==> config.mk <==
export PLATFORM = sky130hd
export DESIGN_NAME = midi_message_encoder
export DESIGN_NICKNAME = d
export VERILOG_FILES = /design/src/rtl/mme_pkg.sv /design/src/rtl/mme_front.sv /design/src/rtl/mme_queue.sv /design/src/rtl/mme_back.sv /design/src/rtl/midi_message_encoder.sv
export VERILOG_INCLUDE_DIRS = /design/src /design/src/rtl
export SDC_FILE = /design/constraint.sdc
export NUM_CORES = 1
export LEC_CHECK = 0
export BUFFER_PORTS_ARGS = -buffer_cell sky130_fd_sc_hd__buf_2
export CAP_MARGIN = 10
export CORE_ASPECT_RATIO = 1.5
export CORE_MARGIN = 1.5
export CORE_UTILIZATION = 51
export DETAILED_ROUTE_END_ITERATION = 10
export GPL_TIMING_DRIVEN = 0
export PLACE_DENSITY = 0.69
export SKIP_CTS_REPAIR_TIMING = 1
export SYNTH_ARGS = -nofsm -noshare
export SYNTH_HDL_FRONTEND = slang
export SYNTH_HIERARCHICAL = 1
export SYNTH_SLANG_ARGS = --single-unit
==> constraint.sdc <==
create_clock -name clk_i -period 16.7 [get_ports clk_i]
set_input_delay 0.835 -clock clk_i [delete_from_list [all_inputs] [get_ports clk_i]]
set_output_delay 0.835 -clock clk_i [all_outputs]
set_load 0.03 [all_outputs]
==> src/rtl/midi_message_encoder_defines.svh <==
// assertion helpers for the midi encoder, clocked on clk_i and held off during reset
`ifndef MIDI_MESSAGE_ENCODER_DEFINES_SVH
`define MIDI_MESSAGE_ENCODER_DEFINES_SVH

`ifndef SYNTHESIS
`define MME_ASSERT_ALWAYS(lbl, cond) \
  lbl: assert property (@(posedge clk_i) disable iff (!rst_ni) (cond)) \
    else $error("midi encoder check failed");
`define MME_ASSERT_NEXT(lbl, ante, cons) \
  lbl: assert property (@(posedge clk_i) disable iff (!rst_ni) (ante) |=> (cons)) \
    else $error("midi encoder check failed");
`else
`define MME_ASSERT_ALWAYS(lbl, cond)
`define MME_ASSERT_NEXT(lbl, ante, cons)
`endif

`endif

==> src/rtl/mme_pkg.sv <==
package mme_pkg;

  localparam int unsigned QueueDepth = 2;
  localparam int unsigned QueuePtrW  = (QueueDepth > 1) ? $clog2(QueueDepth) : 1;
  localparam int unsigned QueueCntW  = $clog2(QueueDepth + 1);

  localparam logic [7:0] StatusNoteOn   = 8'h90;
  localparam logic [7:0] StatusNoteOff  = 8'h80;
  localparam logic [7:0] StatusCtrl     = 8'hB0;
  localparam logic [7:0] StatusPressure = 8'hD0;
  localparam logic [7:0] StatusBend     = 8'hE0;
  localparam logic [7:0] StatusProgram  = 8'hC0;
  localparam logic [7:0] ActiveSense    = 8'hFE;
  localparam logic [7:0] CcBreath       = 8'h02;
  localparam logic [7:0] CcExpression   = 8'h0B;
  localparam logic [7:0] CcVolume       = 8'h07;
  localparam logic [7:0] CcCutoff       = 8'd43;
  localparam logic [7:0] OnVelocity     = 8'd120;

  localparam logic [3:0] ChannelReset = 4'd1;

  typedef enum logic [2:0] {
    CMD_NOTE_ON  = 3'd0,
    CMD_NOTE_OFF = 3'd1,
    CMD_BEND     = 3'd2,
    CMD_LEVEL    = 3'd3,
    CMD_PROGRAM  = 3'd4,
    CMD_SENSE    = 3'd5
  } cmd_e;

  typedef enum logic [2:0] {
    MODE_BREATH     = 3'd0,
    MODE_EXPRESSION = 3'd1,
    MODE_PRESSURE   = 3'd2,
    MODE_VOLUME     = 3'd3,
    MODE_CUTOFF     = 3'd4
  } ctl_mode_e;

  typedef enum logic [0:0] {
    CFG_CHANNEL = 1'b0,
    CFG_MODE    = 1'b1
  } cfg_reg_e;

  typedef enum logic [2:0] {
    JOB_NOTE_ON = 3'd0,
    JOB_RELEASE = 3'd1,
    JOB_BEND    = 3'd2,
    JOB_LEVEL   = 3'd3,
    JOB_PROGRAM = 3'd4,
    JOB_SENSE   = 3'd5
  } job_kind_e;

  // one classified command waiting for the byte sequencer
  typedef struct packed {
    job_kind_e   kind;
    logic        rel;       // send note off for rel_note first
    logic [6:0]  rel_note;
    logic [6:0]  data;      // note number or program number
    logic [6:0]  level;
    logic [13:0] v14;       // pitch bend, offset binary
  } job_t;

endpackage

==> src/rtl/mme_front.sv <==
module mme_front import mme_pkg::*; (
  input  logic               clk_i,
  input  logic               rst_ni,
  input  logic               in_valid_i,
  output logic               in_stall_o,
  input  logic [2:0]         command_i,
  input  logic [6:0]         note_i,
  input  logic [6:0]         level_i,
  input  logic signed [15:0] bend_i,
  input  logic [6:0]         program_req_i,
  input  logic               q_full_i,
  output logic               push_o,
  output job_t               job_o
);

  logic       sounding_q, sounding_d;
  logic [6:0] held_note_q, held_note_d;
  logic       accept;
  logic       produce;

  assign in_stall_o = q_full_i;
  assign accept     = in_valid_i && !q_full_i;
  assign push_o     = accept && produce;

  always_comb begin
    produce       = 1'b0;
    sounding_d    = sounding_q;
    held_note_d   = held_note_q;
    job_o.kind     = JOB_SENSE;
    job_o.rel      = 1'b0;
    job_o.rel_note = held_note_q;
    job_o.data     = note_i;
    job_o.level    = level_i;
    job_o.v14      = {~bend_i[15], bend_i[14:2]};
    unique case (command_i)
      CMD_NOTE_ON: begin
        produce     = 1'b1;
        job_o.kind  = JOB_NOTE_ON;
        job_o.rel   = sounding_q;
        sounding_d  = 1'b1;
        held_note_d = note_i;
      end
      CMD_NOTE_OFF: begin
        produce     = sounding_q;
        job_o.kind  = JOB_RELEASE;
        job_o.rel   = 1'b1;
        sounding_d  = 1'b0;
        held_note_d = '0;
      end
      CMD_BEND: begin
        produce    = sounding_q;
        job_o.kind = JOB_BEND;
      end
      CMD_LEVEL: begin
        produce    = 1'b1;
        job_o.kind = JOB_LEVEL;
      end
      CMD_PROGRAM: begin
        produce    = 1'b1;
        job_o.kind = JOB_PROGRAM;
        job_o.data = program_req_i;
      end
      CMD_SENSE: begin
        produce    = 1'b1;
        job_o.kind = JOB_SENSE;
      end
      default: begin
        // unused command codes are swallowed
        produce = 1'b0;
      end
    endcase
  end

  always_ff @(posedge clk_i or negedge rst_ni) begin
    if (!rst_ni) begin
      sounding_q  <= 1'b0;
      held_note_q <= '0;
    end else if (accept) begin
      sounding_q  <= sounding_d;
      held_note_q <= held_note_d;
    end
  end

endmodule

==> src/rtl/mme_queue.sv <==
module mme_queue import mme_pkg::*; (
  input  logic clk_i,
  input  logic rst_ni,
  input  logic push_i,
  input  job_t job_i,
  output logic full_o,
  input  logic pop_i,
  output logic valid_o,
  output job_t job_o
);

  job_t                  entry_q [QueueDepth];
  logic [QueuePtrW-1:0]  wr_q, wr_d;
  logic [QueuePtrW-1:0]  rd_q, rd_d;
  logic [QueueCntW-1:0]  cnt_q, cnt_d;
  logic                  do_push;
  logic                  do_pop;

  assign full_o  = (cnt_q == QueueCntW'(QueueDepth));
  assign valid_o = (cnt_q != '0);
  assign job_o   = entry_q[rd_q];
  assign do_push = push_i && !full_o;
  assign do_pop  = pop_i && valid_o;

  always_comb begin
    wr_d  = wr_q;
    rd_d  = rd_q;
    cnt_d = cnt_q;
    if (do_push) begin
      wr_d = (wr_q == QueuePtrW'(QueueDepth - 1)) ? '0 : wr_q + 1'b1;
    end
    if (do_pop) begin
      rd_d = (rd_q == QueuePtrW'(QueueDepth - 1)) ? '0 : rd_q + 1'b1;
    end
    if (do_push && !do_pop) begin
      cnt_d = cnt_q + 1'b1;
    end else if (do_pop && !do_push) begin
      cnt_d = cnt_q - 1'b1;
    end
  end

  always_ff @(posedge clk_i or negedge rst_ni) begin
    if (!rst_ni) begin
      wr_q  <= '0;
      rd_q  <= '0;
      cnt_q <= '0;
    end else begin
      wr_q  <= wr_d;
      rd_q  <= rd_d;
      cnt_q <= cnt_d;
    end
  end

  always_ff @(posedge clk_i) begin
    if (do_push) begin
      entry_q[wr_q] <= job_i;
    end
  end

endmodule

==> src/rtl/mme_back.sv <==
module mme_back import mme_pkg::*; (
  input  logic       clk_i,
  input  logic       rst_ni,
  input  logic [3:0] channel_i,
  input  logic [2:0] control_mode_i,
  input  logic       q_valid_i,
  input  job_t       q_job_i,
  output logic       pop_o,
  output logic       out_valid_o,
  input  logic       out_stall_i,
  output logic [7:0] midi_byte_o,
  output logic       last_o
);

  logic       busy_q, busy_d;
  job_t       job_q;
  logic [3:0] step_q, step_d;
  logic       out_valid_q, out_valid_d;
  logic [7:0] byte_q;
  logic       last_q;
  logic       advance;
  logic [7:0] cur_byte;
  logic       cur_last;
  logic [3:0] sub;
  logic [3:0] lvl_step;
  logic       in_level;
  logic [7:0] cc_num;
  logic [7:0] ch8;

  assign ch8         = {4'h0, channel_i};
  assign advance     = !out_valid_q || !out_stall_i;
  assign pop_o       = advance && (!busy_q || cur_last) && q_valid_i;
  assign out_valid_o = out_valid_q;
  assign midi_byte_o = byte_q;
  assign last_o      = last_q;

  always_comb begin
    unique case (control_mode_i)
      MODE_BREATH: cc_num = CcBreath;
      MODE_VOLUME: cc_num = CcVolume;
      MODE_CUTOFF: cc_num = CcCutoff;
      default:     cc_num = CcExpression;
    endcase
  end

  // byte for the current step of the current job
  always_comb begin
    cur_byte = '0;
    cur_last = 1'b0;
    in_level = 1'b0;
    lvl_step = '0;
    sub      = step_q - (job_q.rel ? 4'd3 : 4'd0);
    if (job_q.rel && (step_q < 4'd3)) begin
      case (step_q[1:0])
        2'd0:    cur_byte = StatusNoteOff + ch8;
        2'd1:    cur_byte = {1'b0, job_q.rel_note};
        default: cur_byte = '0;
      endcase
      cur_last = (job_q.kind == JOB_RELEASE) && (step_q == 4'd2);
    end else begin
      unique case (job_q.kind)
        JOB_NOTE_ON: begin
          if (sub < 4'd3) begin
            case (sub[1:0])
              2'd0:    cur_byte = StatusNoteOn + ch8;
              2'd1:    cur_byte = {1'b0, job_q.data};
              default: cur_byte = OnVelocity;
            endcase
          end else begin
            in_level = 1'b1;
            lvl_step = sub - 4'd3;
          end
        end
        JOB_LEVEL: begin
          in_level = 1'b1;
          lvl_step = sub;
        end
        JOB_BEND: begin
          case (sub[1:0])
            2'd0:    cur_byte = StatusBend + ch8;
            2'd1:    cur_byte = {1'b0, job_q.v14[6:0]};
            default: cur_byte = {1'b0, job_q.v14[13:7]};
          endcase
          cur_last = (sub == 4'd2);
        end
        JOB_PROGRAM: begin
          cur_byte = (sub == 4'd0) ? StatusProgram + ch8 : {1'b0, job_q.data};
          cur_last = (sub == 4'd1);
        end
        JOB_SENSE: begin
          cur_byte = ActiveSense;
          cur_last = 1'b1;
        end
        default: begin
          // a release job never gets past its note off
          cur_last = 1'b1;
        end
      endcase
      if (in_level) begin
        if (control_mode_i == MODE_PRESSURE) begin
          cur_byte = (lvl_step == 4'd0) ? StatusPressure + ch8 : {1'b0, job_q.level};
          cur_last = (lvl_step == 4'd1);
        end else begin
          case (lvl_step[1:0])
            2'd0:    cur_byte = StatusCtrl + ch8;
            2'd1:    cur_byte = cc_num;
            default: cur_byte = {1'b0, job_q.level};
          endcase
          cur_last = (lvl_step == 4'd2);
        end
      end
    end
  end

  always_comb begin
    busy_d      = busy_q;
    step_d      = step_q;
    out_valid_d = out_valid_q;
    if (advance) begin
      out_valid_d = busy_q;
      if (busy_q && !cur_last) begin
        step_d = step_q + 1'b1;
      end else begin
        busy_d = q_valid_i;
        step_d = '0;
      end
    end
  end

  always_ff @(posedge clk_i or negedge rst_ni) begin
    if (!rst_ni) begin
      busy_q      <= 1'b0;
      step_q      <= '0;
      out_valid_q <= 1'b0;
    end else begin
      busy_q      <= busy_d;
      step_q      <= step_d;
      out_valid_q <= out_valid_d;
    end
  end

  always_ff @(posedge clk_i) begin
    if (pop_o) begin
      job_q <= q_job_i;
    end
    if (advance && busy_q) begin
      byte_q <= cur_byte;
      last_q <= cur_last;
    end
  end

endmodule

==> src/rtl/midi_message_encoder.sv <==
// Serial MIDI channel-message encoder. Each command item turns into a burst of one to
// nine MIDI bytes on the output channel, one byte per cycle, with last_o set on the
// final byte of the burst; commands that make no bytes (note off or pitch bend while no
// note sounds, unused codes) vanish. The front end takes one item per cycle and keeps
// the sounding note; a two-entry job queue separates it from the byte sequencer, so
// input stalls only while the queue is full. Output throughput is one byte per cycle
// unless stalled, set by the sequencer, which goes straight on to a waiting job when
// a burst ends; a note on that first releases a held note is the longest burst at nine
// bytes. The channel and control mode registers are written through the config port,
// which is always ready; write them only while the block is idle.
`include "midi_message_encoder_defines.svh"

module midi_message_encoder import mme_pkg::*; (
  input  logic               clk_i,
  input  logic               rst_ni,
  input  logic               cfg_valid_i,
  output logic               cfg_ready_o,
  input  logic [0:0]         cfg_index_i,
  input  logic [3:0]         cfg_data_i,
  input  logic               in_valid_i,
  output logic               in_stall_o,
  input  logic [2:0]         command_i,
  input  logic [6:0]         note_i,
  input  logic [6:0]         level_i,
  input  logic signed [15:0] bend_i,
  input  logic [6:0]         program_req_i,
  output logic               out_valid_o,
  input  logic               out_stall_i,
  output logic [7:0]         midi_byte_o,
  output logic               last_o
);

  logic [3:0] channel_q;
  logic [2:0] control_mode_q;
  logic       q_push;
  logic       q_full;
  logic       q_valid;
  logic       q_pop;
  job_t       push_job;
  job_t       head_job;

  assign cfg_ready_o = 1'b1;

  always_ff @(posedge clk_i or negedge rst_ni) begin
    if (!rst_ni) begin
      channel_q      <= ChannelReset;
      control_mode_q <= MODE_BREATH;
    end else if (cfg_valid_i) begin
      case (cfg_index_i)
        CFG_CHANNEL: channel_q      <= cfg_data_i;
        CFG_MODE:    control_mode_q <= cfg_data_i[2:0];
        default:     channel_q      <= channel_q;
      endcase
    end
  end

  mme_front u_front (
    .clk_i         (clk_i),
    .rst_ni        (rst_ni),
    .in_valid_i    (in_valid_i),
    .in_stall_o    (in_stall_o),
    .command_i     (command_i),
    .note_i        (note_i),
    .level_i       (level_i),
    .bend_i        (bend_i),
    .program_req_i (program_req_i),
    .q_full_i      (q_full),
    .push_o        (q_push),
    .job_o         (push_job)
  );

  mme_queue u_queue (
    .clk_i   (clk_i),
    .rst_ni  (rst_ni),
    .push_i  (q_push),
    .job_i   (push_job),
    .full_o  (q_full),
    .pop_i   (q_pop),
    .valid_o (q_valid),
    .job_o   (head_job)
  );

  mme_back u_back (
    .clk_i          (clk_i),
    .rst_ni         (rst_ni),
    .channel_i      (channel_q),
    .control_mode_i (control_mode_q),
    .q_valid_i      (q_valid),
    .q_job_i        (head_job),
    .pop_o          (q_pop),
    .out_valid_o    (out_valid_o),
    .out_stall_i    (out_stall_i),
    .midi_byte_o    (midi_byte_o),
    .last_o         (last_o)
  );

  `MME_ASSERT_ALWAYS(a_no_push_when_full, !(q_push && q_full))
  `MME_ASSERT_ALWAYS(a_pop_only_when_valid, !q_pop || q_valid)
  `MME_ASSERT_NEXT(a_push_lands, q_push && !q_valid, q_valid)

endmodule
==> flow_summary.ini, run 1 <==
[status]
status = finished clean

[clocking]
clock_latency_ns = 0.42
cts_tree = done
clockRootBuffer = clkbuf_16
cts_buffer_depth = 2
htreeDepth = 4
cts_made_buffers = 17
cts_sinks = 151
path_clk_slew_ns = 0.07

[detailed_routing]
drt_drc_violations_left = 0
drtIter0Drc = 265
vias = 4288
routed_wl_mm = 15.0
final_antenna_net_count = 0
vias_per_cell = 5.83
post_drt_wl_per_cell_um = 20.4
dr.pass1.iters = 4

[job]
drv.max_cap_violation_count = 0

[sta]
hold_violations = 0
rsz0062_at_grt = false
fin_skew_ns = 0.00987
fmax_mhz = 208
tightest_slew_ns = 1.08
setup_viol_count_final = 0
min_period_ns = 4.80
slew_violations = 0
min_period_over_period = 0.287
worst_hold_slack_ns = 0.462
final.setup.tns_ns = 0
setup_slack_ns = 11.90
maxSlewHeadroom = 0.277

[setup_path]
r2r.worst_path.cells = 18
rr_startpoint = u_back/step_q[0]
path_delay_family = simple AND/OR/NAND/NOR gates
cp_cell_sequence = inv_1 -> ha_1 -> inv_1 -> fa_1 -> ha_1 -> or4b_2 -> nor3_1 -> a21oi_1 -> o22ai_1 -> a31oi_2 -> o21ai_2 -> nor2b_4 -> buf_12 -> nand2_2 -> ha_1 -> xor2_1 -> nor2_1 -> xor2_1
cp.depth = 18
start_kind = flop
critPathMaxFanout = 37
crit_slowest_cell = or4b_2
crit_buf_inv = 3
crit_top_cell = ha_1
r2r_setup_slack_ns = 11.90
crit_start = u_back/step_q[0]
slowest_delay_ns = 0.68
cp_data_arrival_time_ns = 5.14
critPathKind = flop to flop
crit_required_ns = 17.04
end_kind = flop

[placement]
hpwl_mm = 10.9
dp_slack_ns = 11.92
place_congestion = 0.902
portBuffers = 36

[floorplanning]
io_pins = 62
fp.dieW_um = 99.3
core_area_um2 = 13500
die_h_um = 147
dieArea_um2 = 14600
rows = 52
initial_core_util = 0.525

[worst_hold_path]
min-delay-path-class = primary input to asynchronous set/reset pin

[layout]
final_common_cell = edfxtp_1
final_util = 0.604
syn_to_final_growth_pct = 15.1
nets = 623
layout-drive-gt1-share = 0.319
layout_common_cells = 126 x edfxtp_1, 57 x mux2_2, 39 x buf_2, 26 x a21oi_1, 24 x dfrtp_1
diodes = 0

[power_and_ir_drop]
p_leak_nw = 3.06
vdd_ir_drop_max_uv = 126
p_sw_frac = 0.369
p_int_mw = 1.04
switching_power_mw = 0.605
powerDensity_nw_per_um2 = 201
seqPwrFrac = 0.371
power_frac_comb = 0.394
clockPowerShare = 0.236

[grt]
grt_pass1_wl_mm = 23.8
grt_antenna_before_repair = 0
globalRouteTotalUtil = 0.217
gr-total-overflow = 0
grt_max_degree = 38
grt_pass1_vias = 4432

[yosys]
synth-edff-count = 126
syn_avg_cell_area_um2 = 14.1
synth_seq_area_share = 0.621
synthCells = 503
ys_warn_count = 6
async_reset_ff_frac = 0.166
ys_seq_elements = 151
synth_ff_type = edfxtp_1
synth.distinct_cells = 77
synth_nets = 565
synth_area_um2 = 7100
cell families after synthesis:
group,Yosys count,synth area share
compound gates,106,0.107
fa+ha+maj,12,0.0222
other cells,1,0.000528
buf+inv,61,0.0534
flops,151,0.621
mux,64,0.101
xor+xnor,7,0.0108
simple gates,101,0.0843
path summary, 6_finish.rpt:
kind	to
min in group clk_i	u_queue/entry_q[0][30]
max reg2reg	u_queue/cnt_q[1]
min reg2reg	u_queue/entry_q[0][30]
max	u_queue/cnt_q[1]
max in group asynchronous	u_front/held_note_q[6]
min	control_mode_q[1]
cells in the mapped netlist, types with 3 or more instances:
master / n / area [um^2]
edfxtp_1: 126 / 3780
mux2_2: 57 / 642
a21oi_1: 26 / 130
dfrtp_1: 24 / 601
buf_4: 23 / 173
inv_1: 20 / 75.1
nor2_1: 18 / 67.6
nand2_1: 16 / 60.1
o21ai_0: 13 / 65.1
ha_1: 11 / 138
nor3_1: 11 / 55.1
nor2b_1: 10 / 62.6
a31oi_1: 8 / 50.1
buf_6: 7 / 78.8
clkbuf_1: 6 / 22.5
a221o_1: 5 / 50.1
a22oi_1: 5 / 37.5
nand2b_1: 5 / 31.3
o22ai_1: 5 / 31.3
a22o_1: 4 / 35.0
and3_1: 4 / 25.0
mux2i_1: 4 / 40.0
nand3_1: 4 / 20.0
nand3b_1: 4 / 30.0
xnor2_1: 4 / 35.0
a2111oi_0: 3 / 26.3
a211o_1: 3 / 26.3
a221oi_1: 3 / 26.3
buf_2: 3 / 15.0
mux2_1: 3 / 33.8
nor4_1: 3 / 18.8
o21a_1: 3 / 22.5
o21ai_1: 3 / 15.0
or3_1: 3 / 18.8
layout make-up:
| class | instances | area (um^2) |
|---|---|---|
| Fill cell | 1055 | 5360 |
| Multi-Input combinational cell | 291 | 2320 |
| Buffer | 41 | 304 |
| Sequential cell | 151 | 4410 |
| Timing Repair Buffer | 39 | 255 |
| Tap cell | 162 | 203 |
| Clock buffer | 18 | 439 |
| Inverter | 20 | 75.1 |
| Clock inverter | 14 | 161 |
metrics by stage:
stage / area (um^2) / power (mW) / cells
final: 8170 / 1.64 / 736
after detailed placement: 7570 / 1.26 / 704
after floorplan: 7100 / 1.06 / 503
after global placement: 7480 / 1.23 / 701
after global routing: 8170 / 1.73 / 736
after CTS: 8170 / 1.65 / 736
power by group through the flow:
stage	Combinational, mW	Clock, mW	Sequential, mW
2_1_floorplan	0.434	0	0.625
5_1_grt	0.696	0.411	0.619
3_3_place_gp	0.611	0	0.617
6_report	0.646	0.387	0.609
3_5_place_dp	0.641	0	0.617
4_1_cts	0.645	0.394	0.609
sequential cells by signal (all words and copies together), names as in the netlist:
| register | cells |
|---|---|
| channel_q | 4 |
| control_mode_q | 3 |
| u_back/busy_q | 1 |
| u_back/job_q | 39 |
| u_back/last_o | 1 |
| u_back/midi_byte_o | 8 |
| u_back/out_valid_o | 1 |
| u_back/step_q | 4 |
| u_front/held_note_q | 7 |
| u_front/sounding_q | 1 |
| u_queue/cnt_q | 2 |
| u_queue/entry_q | 78 |
| u_queue/rd_q | 1 |
| u_queue/wr_q | 1 |
routing by layer:
layer  wire length [um]  GRT usage
met5                  0          0
met4                522      0.113
met3                502     0.0392
met2               7920      0.371
met1               6060      0.260
Note: power is estimated with default switching activity, not from simulation.
==> inputs of run 2 (changes only) <==
- ABC_AREA: default -> 1
- PLACE_DENSITY: 0.69 -> 0.72
- clock period: 16.7 -> 4 ns (I/O delays scaled with it)
==> flow_summary.ini, run 2 <==
[clocking]
cts_made_buffers = 17
cts_tree = done
cts_buffer_depth = 2
cts_sinks = 151
path_clk_slew_ns = 0.07
clockRootBuffer = clkbuf_16
htreeDepth = 4
clock_latency_ns = 0.42

[placement]
hpwl_mm = 10.0
portBuffers = 37
dp_cells = 872
place_congestion = 0.911
post_dp_cell_area_um2 = 7480

[detailed_routing]
final_antenna_net_count = 0
post_drt_wl_per_cell_um = 15.4
drtIter0Drc = 283
vias = 4884
drt_drc_violations_left = 0
vias_per_cell = 5.26
routed_wl_mm = 14.3
dr.pass1.iters = 7

[setup_path]
start_kind = flop
r2r-end = u_queue/cnt_q[1]
slowest_delay_ns = 0.62
crit_buf_inv = 6
crit_top_cell = nand2_1
critPathMaxFanout = 6
r2r_setup_slack_ns = 0.23
rr_startpoint = u_back/step_q[0]
cp_data_arrival_time_ns = 4.08
path_delay_family = adder cells
critPathKind = flop to flop
crit_slowest_cell = fa_2
end_kind = flop
crit_required_ns = 4.31
r2r.worst_path.cells = 25

[layout]
layout_common_cells = 254 x nand2_1, 126 x edfxtp_1, 46 x inv_1, 41 x nand3_1, 37 x buf_2
final_cells = 929
syn_to_final_growth_pct = 18.1
nets = 816
post-route-cell-area_um2 = 8340
layout-drive-gt1-share = 0.199
fillers = 1108
regMostFlops = u_queue/entry_q
largest_reg_flops = 78
diodes = 0
final_common_cell = nand2_1

[yosys]
synth_nets = 734
synth.distinct_cells = 43
synth_seq_area_share = 0.625
syn_avg_cell_area_um2 = 10.5
synth_most_common_cell = nand2_1
synth_top_area_frac = 0.536
synth_ff_type = edfxtp_1
synth_area_um2 = 7060
ys_warn_count = 6
synth_top_area_cell = edfxtp_1
ys_seq_elements = 151
synthTopCellsByArea = edfxtp_1 54%, nand2_1 14%, dfrtp_1 8.5%, nand3_1 2.9%, buf_4 2.8%
synthCells = 672
async_reset_ff_frac = 0.166
netlist_top_cells_count = 254 x nand2_1, 126 x edfxtp_1, 49 x inv_1
synth-edff-count = 126

[sta]
final.setup.tns_ns = 0
tightest_slew_ns = 1.27
hold_violations = 0
rsz0062_at_grt = false
min_period_ns = 3.77
min_period_over_period = 0.942
fmax_mhz = 265
worst_hold_slack_ns = 0.0252
slew_violations = 0
fin_skew_ns = 0.00914
setup_viol_count_final = 0
maxSlewHeadroom = 0.145

[floorplanning]
io_pins = 62
fp.dieW_um = 99.1
die_h_um = 147
core_area_um2 = 13500
dieArea_um2 = 14600
initial_core_util = 0.522
rows = 52

[worst_hold_path]
holdPathEnd = channel_q[0]
holdCritStartpoint = cfg_data_i[0]
min-delay-path-class = primary input to flop
min_path_cells = 3

[grt]
grt_antenna_before_repair = 0
globalRouteTotalUtil = 0.199
grt_pass1_wl_mm = 22.3
grt_max_degree = 42
gr-total-overflow = 0
grt_pass1_vias = 4673

[power_and_ir_drop]
p_leak_nw = 3.66
powerDensity_nw_per_um2 = 863
vdd_ir_drop_max_uv = 418

[status]
status = finished clean

[job]
drv.max_cap_violation_count = 0
run 2: metrics by stage:
stage / power (mW) / worst slack, ns / utilization
after global placement: 5.42 / -0.471 / 0.551
after CTS: 7.08 / -0.552 / 0.597
after detailed placement: 5.51 / -0.563 / 0.553
after floorplan: 4.73 / 0.154 / -
final: 7.20 / 0.231 / 0.616
after global routing: 7.68 / 0.0166 / 0.616
run 2: final cells by class:
cell class	count	area, um^2	area share
Buffer	35	282	0.0338
Multi-Input combinational cell	431	2190	0.262
Clock buffer	17	425	0.0510
Timing Repair Buffer	61	430	0.0516
Timing Repair inverter	2	12.5	0.00150
Sequential cell	151	4410	0.529
Tap cell	162	203	0.0243
Inverter	55	215	0.0258
Clock inverter	15	174	0.0209
run 2: worst max-delay path by stage:
stage	startpoint	end	slack, ns	cells past startpoint
2_1_floorplan	u_back/step_q[0]	u_queue/cnt_q[1]	0.15	24
3_3_place_gp	u_back/step_q[0]	u_queue/cnt_q[1]	-0.47	24
3_5_place_dp	u_back/step_q[0]	u_queue/cnt_q[1]	-0.56	24
4_1_cts	u_back/step_q[0]	u_queue/cnt_q[1]	-0.55	24
5_1_grt	u_back/step_q[0]	u_queue/cnt_q[1]	0.02	25
6_report	u_back/step_q[0]	u_queue/cnt_q[1]	0.23	25
run 2: power by group:
part           internal [mW]  switching, mW  leakage [nW]
clock network          0.844          0.719         0.293
logic                  0.987           2.09          1.88
registers               2.36          0.198          1.49
run 2: cell families (layout without fill, tap and decap cells):
family | count (synthesis) | after routing | share of synthesized area
simple gates | 360 | 360 | 0.229
flops | 151 | 151 | 0.625
buf+inv | 90 | 185 | 0.0698
compound gates | 55 | 55 | 0.0502
fa+ha+maj | 12 | 12 | 0.0223
xor+xnor | 3 | 3 | 0.00372
other cells | 1 | 1 | 0.000531
run 2: layer usage:
layer	routed length [um]	GRT usage	vias to the layer above	part of all wire
li1	-	-	2415	-
met1	5470	0.221	2310	0.38
met2	7960	0.369	139	0.56
met3	531	0.0362	20	0.037
met4	362	0.0852	0	0.025
met5	0	0	-	0
run 2: tightest hold or removal path: cells and delay by family:
kind | cells | cell delay (ns)
buffers and inverters | 1 | 0.11
AND/OR/NAND/NOR | 2 | 0.13
==> inputs of run 3 (changes only) <==
- PLACE_DENSITY: 0.72 -> 0.69
- clock period: 4 -> 4.1 ns (I/O delays scaled with it)
==> flow_summary.ini, run 3 (synthesis gave the netlist of run 2 again) <==
[sta]
rsz0062_at_grt = false
maxSlewHeadroom = 0.189
final.setup.tns_ns = 0
setup_slack_ns = 0.319
fmax_mhz = 265
fin_skew_ns = 0.0126
tightest_slew_ns = 1.20
hold_violations = 0
setup_viol_count_final = 0
min_period_ns = 3.78
worst_hold_slack_ns = 0.0249
slew_violations = 0
min_period_over_period = 0.922

[power_and_ir_drop]
p_int_mw = 4.05
seqPwrFrac = 0.365
p_leak_nw = 3.62
p_sw_frac = 0.410
powerDensity_nw_per_um2 = 831
clockPowerShare = 0.205
vdd_ir_drop_max_uv = 332
power_frac_comb = 0.430
switching_power_mw = 2.82

[floorplanning]
dieArea_um2 = 14600
fp.dieW_um = 99.1
core_area_um2 = 13500
initial_core_util = 0.522
rows = 52
io_pins = 62
die_h_um = 147

[layout]
final_common_cell = nand2_1
largest_reg_flops = 78
layout-drive-gt1-share = 0.192
regMostFlops = u_queue/entry_q
layout_common_cells = 254 x nand2_1, 126 x edfxtp_1, 47 x inv_1, 41 x nand3_1, 37 x buf_2
nets = 815
diodes = 0
syn_to_final_growth_pct = 17.2

[setup_path]
cp_data_arrival_time_ns = 4.09
critPathKind = flop to flop
critPathMaxFanout = 6
end_kind = flop
crit_required_ns = 4.41
start_kind = flop

[clocking]
cts_buffer_depth = 2
path_clk_slew_ns = 0.06
cts_made_buffers = 17
clockRootBuffer = clkbuf_16
htreeDepth = 4
cts_tree = done
clock_latency_ns = 0.42
cts_sinks = 151

[detailed_routing]
vias = 4883
routed_wl_mm = 14.4
drt_drc_violations_left = 0
dr_wl_met3_um = 554
post_drt_wl_per_cell_um = 15.5
met1_length_mm = 5.71
vias_per_cell = 5.26
wl_met2_mm = 7.70
highest_layer = met4
final_antenna_net_count = 0
dr.pass1.iters = 5
drtIter0Drc = 274

[placement]
portBuffers = 37
place_congestion = 0.916
dp_slack_ns = -0.471
hpwl_mm = 10.1

[worst_hold_path]
min-delay-path-class = primary input to flop

[grt]
grt_antenna_before_repair = 0
globalRouteTotalUtil = 0.203
grt_pass1_wl_mm = 22.8
grt_max_degree = 42
gr-total-overflow = 0
grt_pass1_vias = 4781

[job]
drv.max_cap_violation_count = 0

[status]
status = finished clean
==> run 3: cell types whose count changed in the layout (fill, tap and decap cells not counted), sizes merged <==
cell / before / now
clkbuf: 19 / 22
inv: 62 / 58
clkinvlp: 3 / 5
buf: 73 / 72
clkinv: 7 / 6
==> run 3: layer usage <==
metal,global-route usage,up-vias
li1,-,2399
met4,0.0894,0
met1,0.228,2314
met3,0.0433,26
met5,0,-
met2,0.369,144
==> run 3: power groups by stage <==
stage               Clock, mW  Sequential [mW]  Combinational (mW)
floorplan                   0             2.58                2.03
global placement            0             2.54                2.74
detailed placement          0             2.55                2.81
CTS                      1.43             2.52                2.82
global route             1.50             2.55                3.28
finish                   1.41             2.51                2.96
==> run 3: final timing paths <==
path	startpoint	to	slack (ns)	depth (start not counted)
min in group asynchronous	rst_ni	u_back/out_valid_o	0.35	2
worst min register to register	u_queue/wr_q	u_queue/wr_q	0.48	2
max in group asynchronous	rst_ni	channel_q[1]	3.32	2
worst max register to register	u_back/step_q[0]	u_queue/cnt_q[1]	0.32	25
worst min-delay path	cfg_data_i[3]	channel_q[3]	0.02	3
worst max-delay path	u_back/step_q[0]	u_queue/cnt_q[1]	0.32	25
==> run 3: worst max-delay path, stage by stage, from the launching register on <==
cell        delay (ns)
dfrtp_1           0.40
inv_1             0.15
ha_1              0.17
inv_1             0.06
fa_2              0.61
ha_4              0.20
inv_1             0.07
a21oi_1           0.17
inv_1             0.06
nand3_1           0.07
nand3_1           0.11
a21boi_4          0.19
nand2_1           0.06
nor2_1            0.08
nand2_1           0.07
nand2_1           0.08
nand2_2           0.11
nand2_2           0.10
nand3_4           0.12
clkinvlp_4        0.12
nand2_2           0.07
ha_1              0.31
inv_1             0.09
nand3_1           0.08
nand2_1           0.06
nand2_1           0.05
==> run 3: stage by stage <==
| step | cell area, um^2 | utilization | cells | power, mW |
|---|---|---|---|---|
| finish | 8270 | 0.611 | 928 | 6.88 |
| global route | 8270 | 0.611 | 928 | 7.33 |
| CTS | 8020 | 0.593 | 904 | 6.77 |
| detailed placement | 7480 | 0.553 | 872 | 5.35 |
| global placement | 7450 | 0.551 | 871 | 5.27 |
| floorplan | 7060 | - | 672 | 4.61 |
==> run 3: layout make-up <==
| class | count | area, um^2 |
|---|---|---|
| Buffer | 35 | 282 |
| Clock inverter | 12 | 95.1 |
| Sequential cell | 151 | 4410 |
| Timing Repair Buffer | 60 | 423 |
| Clock buffer | 20 | 447 |
| Multi-Input combinational cell | 431 | 2190 |
| Inverter | 55 | 215 |
| Timing Repair inverter | 2 | 12.5 |
| Fill cell | 1082 | 5260 |
| Tap cell | 162 | 203 |
